### config.mk
export PLATFORM = sky130hd
export DESIGN_NAME = deadline_task_queue
export DESIGN_NICKNAME = d
export VERILOG_FILES = /design/src/rtl/dtq_pkg.sv /design/src/rtl/dtq_store.sv /design/src/rtl/deadline_task_queue.sv
export SDC_FILE = /design/constraint.sdc
export NUM_CORES = 2
export LEC_CHECK = 0
export BUFFER_PORTS_ARGS = -buffer_cell sky130_fd_sc_hd__clkbuf_2
export CAP_MARGIN = 20
export CORE_MARGIN = 5
export CORE_UTILIZATION = 57
export DETAILED_ROUTE_END_ITERATION = 6
export HOLD_SLACK_MARGIN = 0.15
export PLACE_DENSITY = 0.78
export SLEW_MARGIN = 20
export SYNTH_ARGS = -nofsm -noshare
export SYNTH_HDL_FRONTEND = slang
export SYNTH_HIERARCHICAL = 1
export SYNTH_SLANG_ARGS = --single-unit
### constraint.sdc
create_clock -name clk -period 8.8 [get_ports clk]
set_input_delay 0 -clock clk [delete_from_list [all_inputs] [get_ports clk]]
set_output_delay 0 -clock clk [all_outputs]
set_load 0.005 [all_outputs]
### src/rtl/dtq_pkg.sv
package dtq_pkg;

    localparam int TIME_W      = 48;
    localparam int HANDLE_W    = 16;
    localparam int TAG_W       = 16;
    localparam int DELAY_W     = 32;
    localparam int REMOVED_W   = 5;
    localparam int MAX_RESULTS = 16;
    localparam int EMIT_W      = 5;
    localparam int MAX_REMOVED = 31;

    typedef enum logic [1:0] {
        REQ_ADD    = 2'd0,
        REQ_CANCEL = 2'd1,
        REQ_TICK   = 2'd2
    } req_t;

    typedef enum logic [1:0] {
        ST_ADD_OK   = 2'd0,
        ST_ADD_FULL = 2'd1,
        ST_CANCEL   = 2'd2,
        ST_EXPIRED  = 2'd3
    } status_t;

    typedef struct packed {
        logic [TIME_W-1:0]   deadline;
        logic [HANDLE_W-1:0] handle;
        logic [TAG_W-1:0]    tag;
    } entry_t;

endpackage

### src/rtl/dtq_store.sv
module dtq_store #(
    parameter int DEPTH = 16
) (
    input  logic                              clk,
    input  logic                              wr_en,
    input  logic [$clog2(DEPTH)-1:0]          wr_addr,
    input  dtq_pkg::entry_t                   wr_data,
    input  logic [$clog2(DEPTH)-1:0]          rd_addr,
    output dtq_pkg::entry_t                   rd_data
);

    dtq_pkg::entry_t mem [DEPTH];

    always_ff @(posedge clk)
    begin
        if (wr_en)
        begin
            mem[wr_addr] <= wr_data;
        end
        rd_data <= mem[rd_addr];
    end

endmodule

### src/rtl/deadline_task_queue.sv
// deadline-sorted task queue, one 48-bit comparator walked over a circular entry store
// add shifts entries up, cancel packs survivors, full add skips scans; replies wait on output
// tick: clock advances on acceptance; expired entries go out one a cycle while output is free
// throughput: one request at a time; store port, comparator: one entry a cycle unless stalled
// reset: queue empty, clock at zero, store contents left unknown
module deadline_task_queue #(
    parameter int QUEUE_DEPTH = 16
) (
    input  logic        clk,
    input  logic        rst_n,
    input  logic        in_valid,
    output logic        in_ready,
    input  logic [1:0]  req_type,
    input  logic [15:0] task_handle,
    input  logic [15:0] task_tag,
    input  logic [31:0] delay_ms,
    output logic        out_valid,
    input  logic        out_ready,
    output logic [1:0]  status,
    output logic [15:0] out_handle,
    output logic [15:0] out_tag,
    output logic [4:0]  removed_count,
    output logic        last
);

    localparam int IDX_W = $clog2(QUEUE_DEPTH);
    localparam int CNT_W = $clog2(QUEUE_DEPTH + 1);
    localparam int TW    = dtq_pkg::TIME_W;

    typedef enum logic [2:0] {
        S_IDLE,
        S_ADD_SCAN,
        S_ADD_PUT,
        S_CAN_SCAN,
        S_TICK_CHK,
        S_TICK_NEXT,
        S_RESP
    } state_t;

    state_t                       state_reg, state_next;
    logic [IDX_W-1:0]             head_reg, head_next;
    logic [CNT_W-1:0]             count_reg, count_next;
    logic [TW-1:0]                time_reg, time_next;
    logic [TW-1:0]                dl_reg, dl_next;
    logic [15:0]                  handle_reg, handle_next;
    logic [15:0]                  tag_reg, tag_next;
    logic [CNT_W-1:0]             k_reg, k_next;
    logic [CNT_W-1:0]             w_reg, w_next;
    logic [dtq_pkg::EMIT_W-1:0]   n_reg, n_next;
    dtq_pkg::entry_t              pend_reg, pend_next;
    dtq_pkg::status_t             resp_status_reg, resp_status_next;
    logic [4:0]                   resp_removed_reg, resp_removed_next;

    logic                         out_valid_reg, out_valid_next;
    dtq_pkg::status_t             status_reg, status_next;
    logic [15:0]                  out_handle_reg, out_handle_next;
    logic [15:0]                  out_tag_reg, out_tag_next;
    logic [4:0]                   removed_count_reg, removed_count_next;
    logic                         last_reg, last_next;

    logic                         wr_en;
    logic [IDX_W-1:0]             wr_k;
    logic [IDX_W-1:0]             wr_addr;
    dtq_pkg::entry_t              wr_data;
    logic [IDX_W-1:0]             rd_k;
    logic [IDX_W-1:0]             rd_addr;
    dtq_pkg::entry_t              rd_data;

    logic [TW-1:0]                cmp_a;
    logic [TW-1:0]                cmp_b;
    logic                         cmp_lt;
    logic                         out_free;
    logic                         accept;
    logic                         keep;
    logic                         due_more;
    logic [CNT_W-1:0]             w_after;
    logic [CNT_W-1:0]             removed_raw;
    logic [CNT_W+4:0]             removed_ext;
    dtq_pkg::entry_t              new_entry;

    function automatic logic [IDX_W-1:0] phys(input logic [IDX_W-1:0] head,
                                              input logic [IDX_W-1:0] k);
        logic [IDX_W:0] sum;
        sum = {1'b0, head} + {1'b0, k};
        if (sum >= (IDX_W+1)'(QUEUE_DEPTH))
        begin
            sum = sum - (IDX_W+1)'(QUEUE_DEPTH);
        end
        return sum[IDX_W-1:0];
    endfunction

    function automatic logic [dtq_pkg::EMIT_W-1:0] dl_emit_max();
        return dtq_pkg::EMIT_W'(dtq_pkg::MAX_RESULTS);
    endfunction

    dtq_store #(
        .DEPTH (QUEUE_DEPTH)
    ) u_store (
        .clk     (clk),
        .wr_en   (wr_en),
        .wr_addr (wr_addr),
        .wr_data (wr_data),
        .rd_addr (rd_addr),
        .rd_data (rd_data)
    );

    assign rd_addr = phys(head_reg, rd_k);
    assign wr_addr = phys(head_reg, wr_k);

    // shared comparator: add scan tests stored < new, tick tests clock < stored
    assign cmp_a  = (state_reg == S_ADD_SCAN) ? rd_data.deadline : time_reg;
    assign cmp_b  = (state_reg == S_ADD_SCAN) ? dl_reg : rd_data.deadline;
    assign cmp_lt = cmp_a < cmp_b;

    assign in_ready  = (state_reg == S_IDLE);
    assign accept    = in_valid && in_ready;
    assign out_free  = !out_valid_reg || out_ready;
    assign keep      = (rd_data.tag != tag_reg);
    assign w_after   = w_reg + CNT_W'(keep);
    assign removed_raw = count_reg - w_after;
    assign removed_ext = (CNT_W+5)'(removed_raw);
    assign due_more  = (count_reg != '0) && !cmp_lt
                       && (n_reg < dl_emit_max());
    assign new_entry = '{deadline: dl_reg, handle: handle_reg, tag: tag_reg};

    always_comb
    begin
        state_next         = state_reg;
        head_next          = head_reg;
        count_next         = count_reg;
        time_next          = time_reg;
        dl_next            = dl_reg;
        handle_next        = handle_reg;
        tag_next           = tag_reg;
        k_next             = k_reg;
        w_next             = w_reg;
        n_next             = n_reg;
        pend_next          = pend_reg;
        resp_status_next   = resp_status_reg;
        resp_removed_next  = resp_removed_reg;
        out_valid_next     = out_valid_reg;
        status_next        = status_reg;
        out_handle_next    = out_handle_reg;
        out_tag_next       = out_tag_reg;
        removed_count_next = removed_count_reg;
        last_next          = last_reg;
        wr_en              = 1'b0;
        wr_k               = k_reg[IDX_W-1:0];
        wr_data            = new_entry;
        rd_k               = '0;

        if (out_valid_reg && out_ready)
        begin
            out_valid_next = 1'b0;
        end

        unique case (state_reg)
            S_IDLE:
            begin
                if (accept)
                begin
                    unique case (req_type)
                        dtq_pkg::REQ_ADD:
                        begin
                            dl_next     = time_reg + TW'(delay_ms);
                            handle_next = task_handle;
                            tag_next    = task_tag;
                            if (count_reg == CNT_W'(QUEUE_DEPTH))
                            begin
                                resp_status_next  = dtq_pkg::ST_ADD_FULL;
                                resp_removed_next = '0;
                                state_next        = S_RESP;
                            end
                            else if (count_reg == '0)
                            begin
                                k_next     = '0;
                                state_next = S_ADD_PUT;
                            end
                            else
                            begin
                                k_next     = count_reg;
                                rd_k       = IDX_W'(count_reg - CNT_W'(1));
                                state_next = S_ADD_SCAN;
                            end
                        end
                        dtq_pkg::REQ_CANCEL:
                        begin
                            tag_next = task_tag;
                            k_next   = '0;
                            w_next   = '0;
                            if (count_reg == '0)
                            begin
                                resp_status_next  = dtq_pkg::ST_CANCEL;
                                resp_removed_next = '0;
                                state_next        = S_RESP;
                            end
                            else
                            begin
                                state_next = S_CAN_SCAN;
                            end
                        end
                        dtq_pkg::REQ_TICK:
                        begin
                            time_next = time_reg + TW'(1);
                            n_next    = '0;
                            if (count_reg != '0)
                            begin
                                state_next = S_TICK_CHK;
                            end
                        end
                        default:
                        begin
                        end
                    endcase
                end
            end

            S_ADD_SCAN:
            begin
                // rd_data holds logical entry k-1
                wr_en = 1'b1;
                if (!cmp_lt)
                begin
                    wr_data = rd_data;
                    k_next  = k_reg - CNT_W'(1);
                    rd_k    = IDX_W'(k_reg - CNT_W'(2));
                    if (k_reg == CNT_W'(1))
                    begin
                        state_next = S_ADD_PUT;
                    end
                end
                else
                begin
                    count_next        = count_reg + CNT_W'(1);
                    resp_status_next  = dtq_pkg::ST_ADD_OK;
                    resp_removed_next = '0;
                    state_next        = S_RESP;
                end
            end

            S_ADD_PUT:
            begin
                wr_en             = 1'b1;
                count_next        = count_reg + CNT_W'(1);
                resp_status_next  = dtq_pkg::ST_ADD_OK;
                resp_removed_next = '0;
                state_next        = S_RESP;
            end

            S_CAN_SCAN:
            begin
                // rd_data holds logical entry k, survivors packed down to w
                wr_k    = w_reg[IDX_W-1:0];
                wr_data = rd_data;
                wr_en   = keep;
                w_next  = w_after;
                if (k_reg + CNT_W'(1) == count_reg)
                begin
                    count_next       = w_after;
                    resp_status_next = dtq_pkg::ST_CANCEL;
                    if (removed_ext > (CNT_W+5)'(dtq_pkg::MAX_REMOVED))
                    begin
                        resp_removed_next = 5'(dtq_pkg::MAX_REMOVED);
                    end
                    else
                    begin
                        resp_removed_next = 5'(removed_raw);
                    end
                    state_next = S_RESP;
                end
                else
                begin
                    k_next = k_reg + CNT_W'(1);
                    rd_k   = IDX_W'(k_reg + CNT_W'(1));
                end
            end

            S_TICK_CHK:
            begin
                if (!cmp_lt)
                begin
                    pend_next  = rd_data;
                    head_next  = phys(head_reg, IDX_W'(1));
                    count_next = count_reg - CNT_W'(1);
                    n_next     = dtq_pkg::EMIT_W'(1);
                    rd_k       = IDX_W'(1);
                    state_next = S_TICK_NEXT;
                end
                else
                begin
                    state_next = S_IDLE;
                end
            end

            S_TICK_NEXT:
            begin
                // front entry decides the last flag of the held transaction
                if (out_free)
                begin
                    out_valid_next     = 1'b1;
                    status_next        = dtq_pkg::ST_EXPIRED;
                    out_handle_next    = pend_reg.handle;
                    out_tag_next       = pend_reg.tag;
                    removed_count_next = '0;
                    last_next          = !due_more;
                    if (due_more)
                    begin
                        pend_next  = rd_data;
                        head_next  = phys(head_reg, IDX_W'(1));
                        count_next = count_reg - CNT_W'(1);
                        n_next     = n_reg + dtq_pkg::EMIT_W'(1);
                        rd_k       = IDX_W'(1);
                    end
                    else
                    begin
                        state_next = S_IDLE;
                    end
                end
            end

            S_RESP:
            begin
                if (out_free)
                begin
                    out_valid_next     = 1'b1;
                    status_next        = resp_status_reg;
                    out_handle_next    = '0;
                    out_tag_next       = '0;
                    removed_count_next = resp_removed_reg;
                    last_next          = 1'b1;
                    state_next         = S_IDLE;
                end
            end

            default:
            begin
                state_next = S_IDLE;
            end
        endcase
    end

    always_ff @(posedge clk or negedge rst_n)
    begin
        if (!rst_n)
        begin
            state_reg         <= S_IDLE;
            head_reg          <= '0;
            count_reg         <= '0;
            time_reg          <= '0;
            out_valid_reg     <= 1'b0;
            dl_reg            <= '0;
            handle_reg        <= '0;
            tag_reg           <= '0;
            k_reg             <= '0;
            w_reg             <= '0;
            n_reg             <= '0;
            pend_reg          <= '0;
            resp_status_reg   <= dtq_pkg::ST_ADD_OK;
            resp_removed_reg  <= '0;
            status_reg        <= dtq_pkg::ST_ADD_OK;
            out_handle_reg    <= '0;
            out_tag_reg       <= '0;
            removed_count_reg <= '0;
            last_reg          <= 1'b0;
        end
        else
        begin
            state_reg         <= state_next;
            head_reg          <= head_next;
            count_reg         <= count_next;
            time_reg          <= time_next;
            out_valid_reg     <= out_valid_next;
            dl_reg            <= dl_next;
            handle_reg        <= handle_next;
            tag_reg           <= tag_next;
            k_reg             <= k_next;
            w_reg             <= w_next;
            n_reg             <= n_next;
            pend_reg          <= pend_next;
            resp_status_reg   <= resp_status_next;
            resp_removed_reg  <= resp_removed_next;
            status_reg        <= status_next;
            out_handle_reg    <= out_handle_next;
            out_tag_reg       <= out_tag_next;
            removed_count_reg <= removed_count_next;
            last_reg          <= last_next;
        end
    end

    assign out_valid     = out_valid_reg;
    assign status        = status_reg;
    assign out_handle    = out_handle_reg;
    assign out_tag       = out_tag_reg;
    assign removed_count = removed_count_reg;
    assign last          = last_reg;

endmodule
==> results.md <==
- Status: finished, final reports clean
- CTS max path bufs: 3
- Final period util: 82.22%
- Layout Nets: 4225
- Antenna viol nets, final: 0
- CP Capture Type: flip-flop
- Top Registers: u_store/mem: 1280 flops, u_store/rd_data: 80 flops
- Crit-path leading delay family: simple AND/OR/NAND/NOR gates
- DR vias/cell: 6.491
- Worst path max stage delay: 0.83 ns
- Worst Setup Start Kind: flip-flop
- Final wirelength: 159600 µm
- Port bufs: 111
- Post-synth EDFFs: 1280
- Register area: 0.04592 mm²
- Tmin final: 7.236 ns
- CTS tree: done
- Top reg by flops: u_store/mem
- DR WL/cell: 28.06 µm
- Multi-input gate area: 0.01848 mm²
- Largest net degree at the start of global routing: 134
- Pleak: 26.27 nW
- Core Footprint: 0.1140 mm²
- Syn Inst Count: 3777
- Worst path cell trace: or3b_2 -> buf_4 -> nand2_1 -> nand2_1 -> ha_1 -> nand4_1 -> nor3_1 -> o211ai_1 -> o21ai_2 -> o21ai_2 -> nand2_2 -> and3_2 -> buf_4 -> or3_1 -> ha_4 -> inv_1 -> fa_1 -> xnor2_1 -> and2_4 -> buf_4 -> a22oi_1 -> nand2_1
- Post-DP HPWL: 82400 µm
- First-pass GRT wire length: 239500 µm
- Final setup fails: 0
- Setup tns final: 0 ns
- Depth of the CTS H-tree: 4
- Vias in the first global route: 37630
- Grt ovf: 0
- Ys Warns: 6
- Synth cell count leaders: edfxtp_1 (1280), nand2_1 (402), mux4_2 (320), dfrtp_1 (235), a22oi_1 (162)
- Die W: 348.4 µm
- Mapped cell area: 0.06527 mm²
- Flops & latches, synth: 1595
- FP Rows: 124
- Most common cell in the synthesized netlist: edfxtp_1
- Synth cell types: 80
- Critical-path maximum fanout: 39
- Ranking of synthesized cells by area: edfxtp_1 (59%), mux4_2 (11%), dfrtp_1 (9.0%)
- Worst Path Required: 9.49 ns
- DRT Pass-1 Iters: 6
- Peak VDD IR: 0.0006451 V
- Num Clock Sinks: 1595
- Dpl cells: 5256
- Number of hold violations in the final report: 0
- Dominant synthesized flop cell: edfxtp_1
- Starting Density: 57.24%
- Average cell area after synthesis: 17.28 µm²
- Synth area leader: edfxtp_1
- Clock slew at reported path FFs: 0.06 ns
- Skew-Pair Late Insertion Delay: 0.77 ns
- Inserted Clock Buffers: 154
- Sequential area share after synthesis: 70.35%
- Post-route insts no fill: 5689
- Pwr/cell area: 422.7 mW/mm²
- Drt drc: 0
- Slew headroom: 23.07%
- CTS root buf: clkbuf_16
- Slowest CP cell: or3b_2
- Fill cells: 7395
- Hold_ws: 0.2088 ns
- Layout cells sized above 1: 19.11%
- Global router's overall resource usage: 26.31%
- Crit path arrival time: 7.93 ns
- Pins Over Slew Limit: 0
- Worst clock skew: 0.03478 ns
- Initial antenna violation count: 1
- Die area: 0.1214 mm²
- Worst slew pin tran: 1.154 ns
- Worst path bufs/invs: 4
- RSZ-0062 raised after global routing: no
- Die Span Y: 348.4 µm
- Achievable frequency: 138.2 MHz
- Yosys top cell area share: 58.89%
- HP Class: input port to flip-flop
- Fin util: 65.02%
- Syn_nets: 3957
- Async S/R FF share, synth: 14.73%
- Largest register FFs: 1280
- Crit path kind: flip-flop to flip-flop
- First-iteration detailed-routing DRC count: 4457
- P&R area growth vs syn: 13.59%
- Routability cong.: 0.8645
- Max cap viols: 0
- I/O pin total: 112
- DR vias: 36930
-- final cells by class --
type / count / share of cell area (%)
clock buffers: 217 / 5.822
diodes: 1 / 0.003375
well taps: 1512 / 2.552
inverters: 35 / 0.1873
multi-input cells: 1945 / 24.93
repair buffers: 314 / 3.763
flip-flops and latches: 1595 / 61.94
clock inverters: 70 / 0.8101
-- layer usage --
metal / GRT usage (%) / part of all wire (%) / up-vias
li1: - / - / 15460
met1: 36.70 / 38 / 18860
met2: 42.36 / 48 / 2229
met3: 4.548 / 9.8 / 380
met4: 10.09 / 3.9 / 0
met5: 0 / 0 / -
-- repair_timing --
action | in CTS | in global routing
setup buffers | 0 | 0
hold endpoints to repair | 262 | 0
resized for setup | 0 | 0
hold buffers | 142 | 0
-- final timing paths --
kind,startpoint,end,slack [ns],depth (start not counted)
worst max register to register,state_reg[2]$_DFFE_PN0P_,u_store/rd_data[34]$_DFF_P_,1.56,22
worst max-delay path,state_reg[2]$_DFFE_PN0P_,u_store/rd_data[34]$_DFF_P_,1.56,22
worst min-delay path,delay_ms[0],dl_reg[0]$_DFFE_PN0P_,0.21,5
min in group asynchronous,rst_n,dl_reg[25]$_DFFE_PN0P_,0.49,4
max in group asynchronous,rst_n,handle_reg[6]$_DFFE_PN0P_,7.64,4
worst min register to register,handle_reg[10]$_DFFE_PN0P_,handle_reg[10]$_DFFE_PN0P_,0.47,2
-- power by group --
group / switching [mW] / internal [mW]
combinational: 7.45 / 5.10
clock: 2.77 / 3.69
sequential: 0.919 / 11.4
total: 11.1 / 20.2
-- logic make-up (layout without fill, tap and decap cells) --
logic type / after synthesis / count (layout) / synth area share [%]
buffers and inverters: 237 / 636 / 1.635
adders and majority gates: 110 / 110 / 2.155
AOI/OAI and AO/OA: 500 / 500 / 5.220
and+or+nand+nor: 701 / 701 / 4.769
other: 0 / 1 / 0
xor gates and xnor gates: 128 / 128 / 1.718
muxes: 506 / 506 / 14.15
DFF: 1595 / 1595 / 70.35
-- placed cells by master, fill, tap and decap left out, types with 38 or more instances in the layout --
cell type / instances
edfxtp_1: 1280
xor2_1: 67
mux2_1: 94
o21ai_0: 101
mux4_2: 320
a21oi_1: 64
ha_1: 105
mux2_2: 38
nand2_1: 402
dfxtp_1: 80
nand3_1: 45
clkbuf_16: 159
mux2i_1: 53
clkbuf_2: 110
nor2_1: 79
dfrtp_1: 235
xnor2_1: 61
dlygate4sd3_1: 141
a22o_1: 42
clkbuf_1: 46
a22oi_1: 162
-- worst register-to-register path, cell delays in order (launching register included) --
cell and delay (ns):
dfrtp_1 0.61, or3b_2 0.83, buf_4 0.37, nand2_1 0.13, nand2_1 0.07, ha_1 0.34
nand4_1 0.09, nor3_1 0.38, o211ai_1 0.18, o21ai_2 0.35, o21ai_2 0.16, nand2_2 0.15
and3_2 0.18, buf_4 0.56, or3_1 0.25, ha_4 0.14, inv_1 0.04, fa_1 0.37
xnor2_1 0.48, and2_4 0.83, buf_4 0.41, a22oi_1 0.13, nand2_1 0.11
-- per-stage QoR --
| step | worst slack [ns] | power, mW | instance area, µm² |
|---|---|---|---|
| after global routing | 1.301 | 32.76 | 74140 |
| after floorplan | 0.008571 | 20.91 | 65280 |
| after global placement | 1.790 | 24.20 | 67710 |
| after CTS | 1.654 | 31.28 | 74060 |
| after detailed placement | 1.688 | 24.60 | 67710 |
| final | 1.564 | 31.34 | 74140 |
Power figures use the tool's default switching activity.
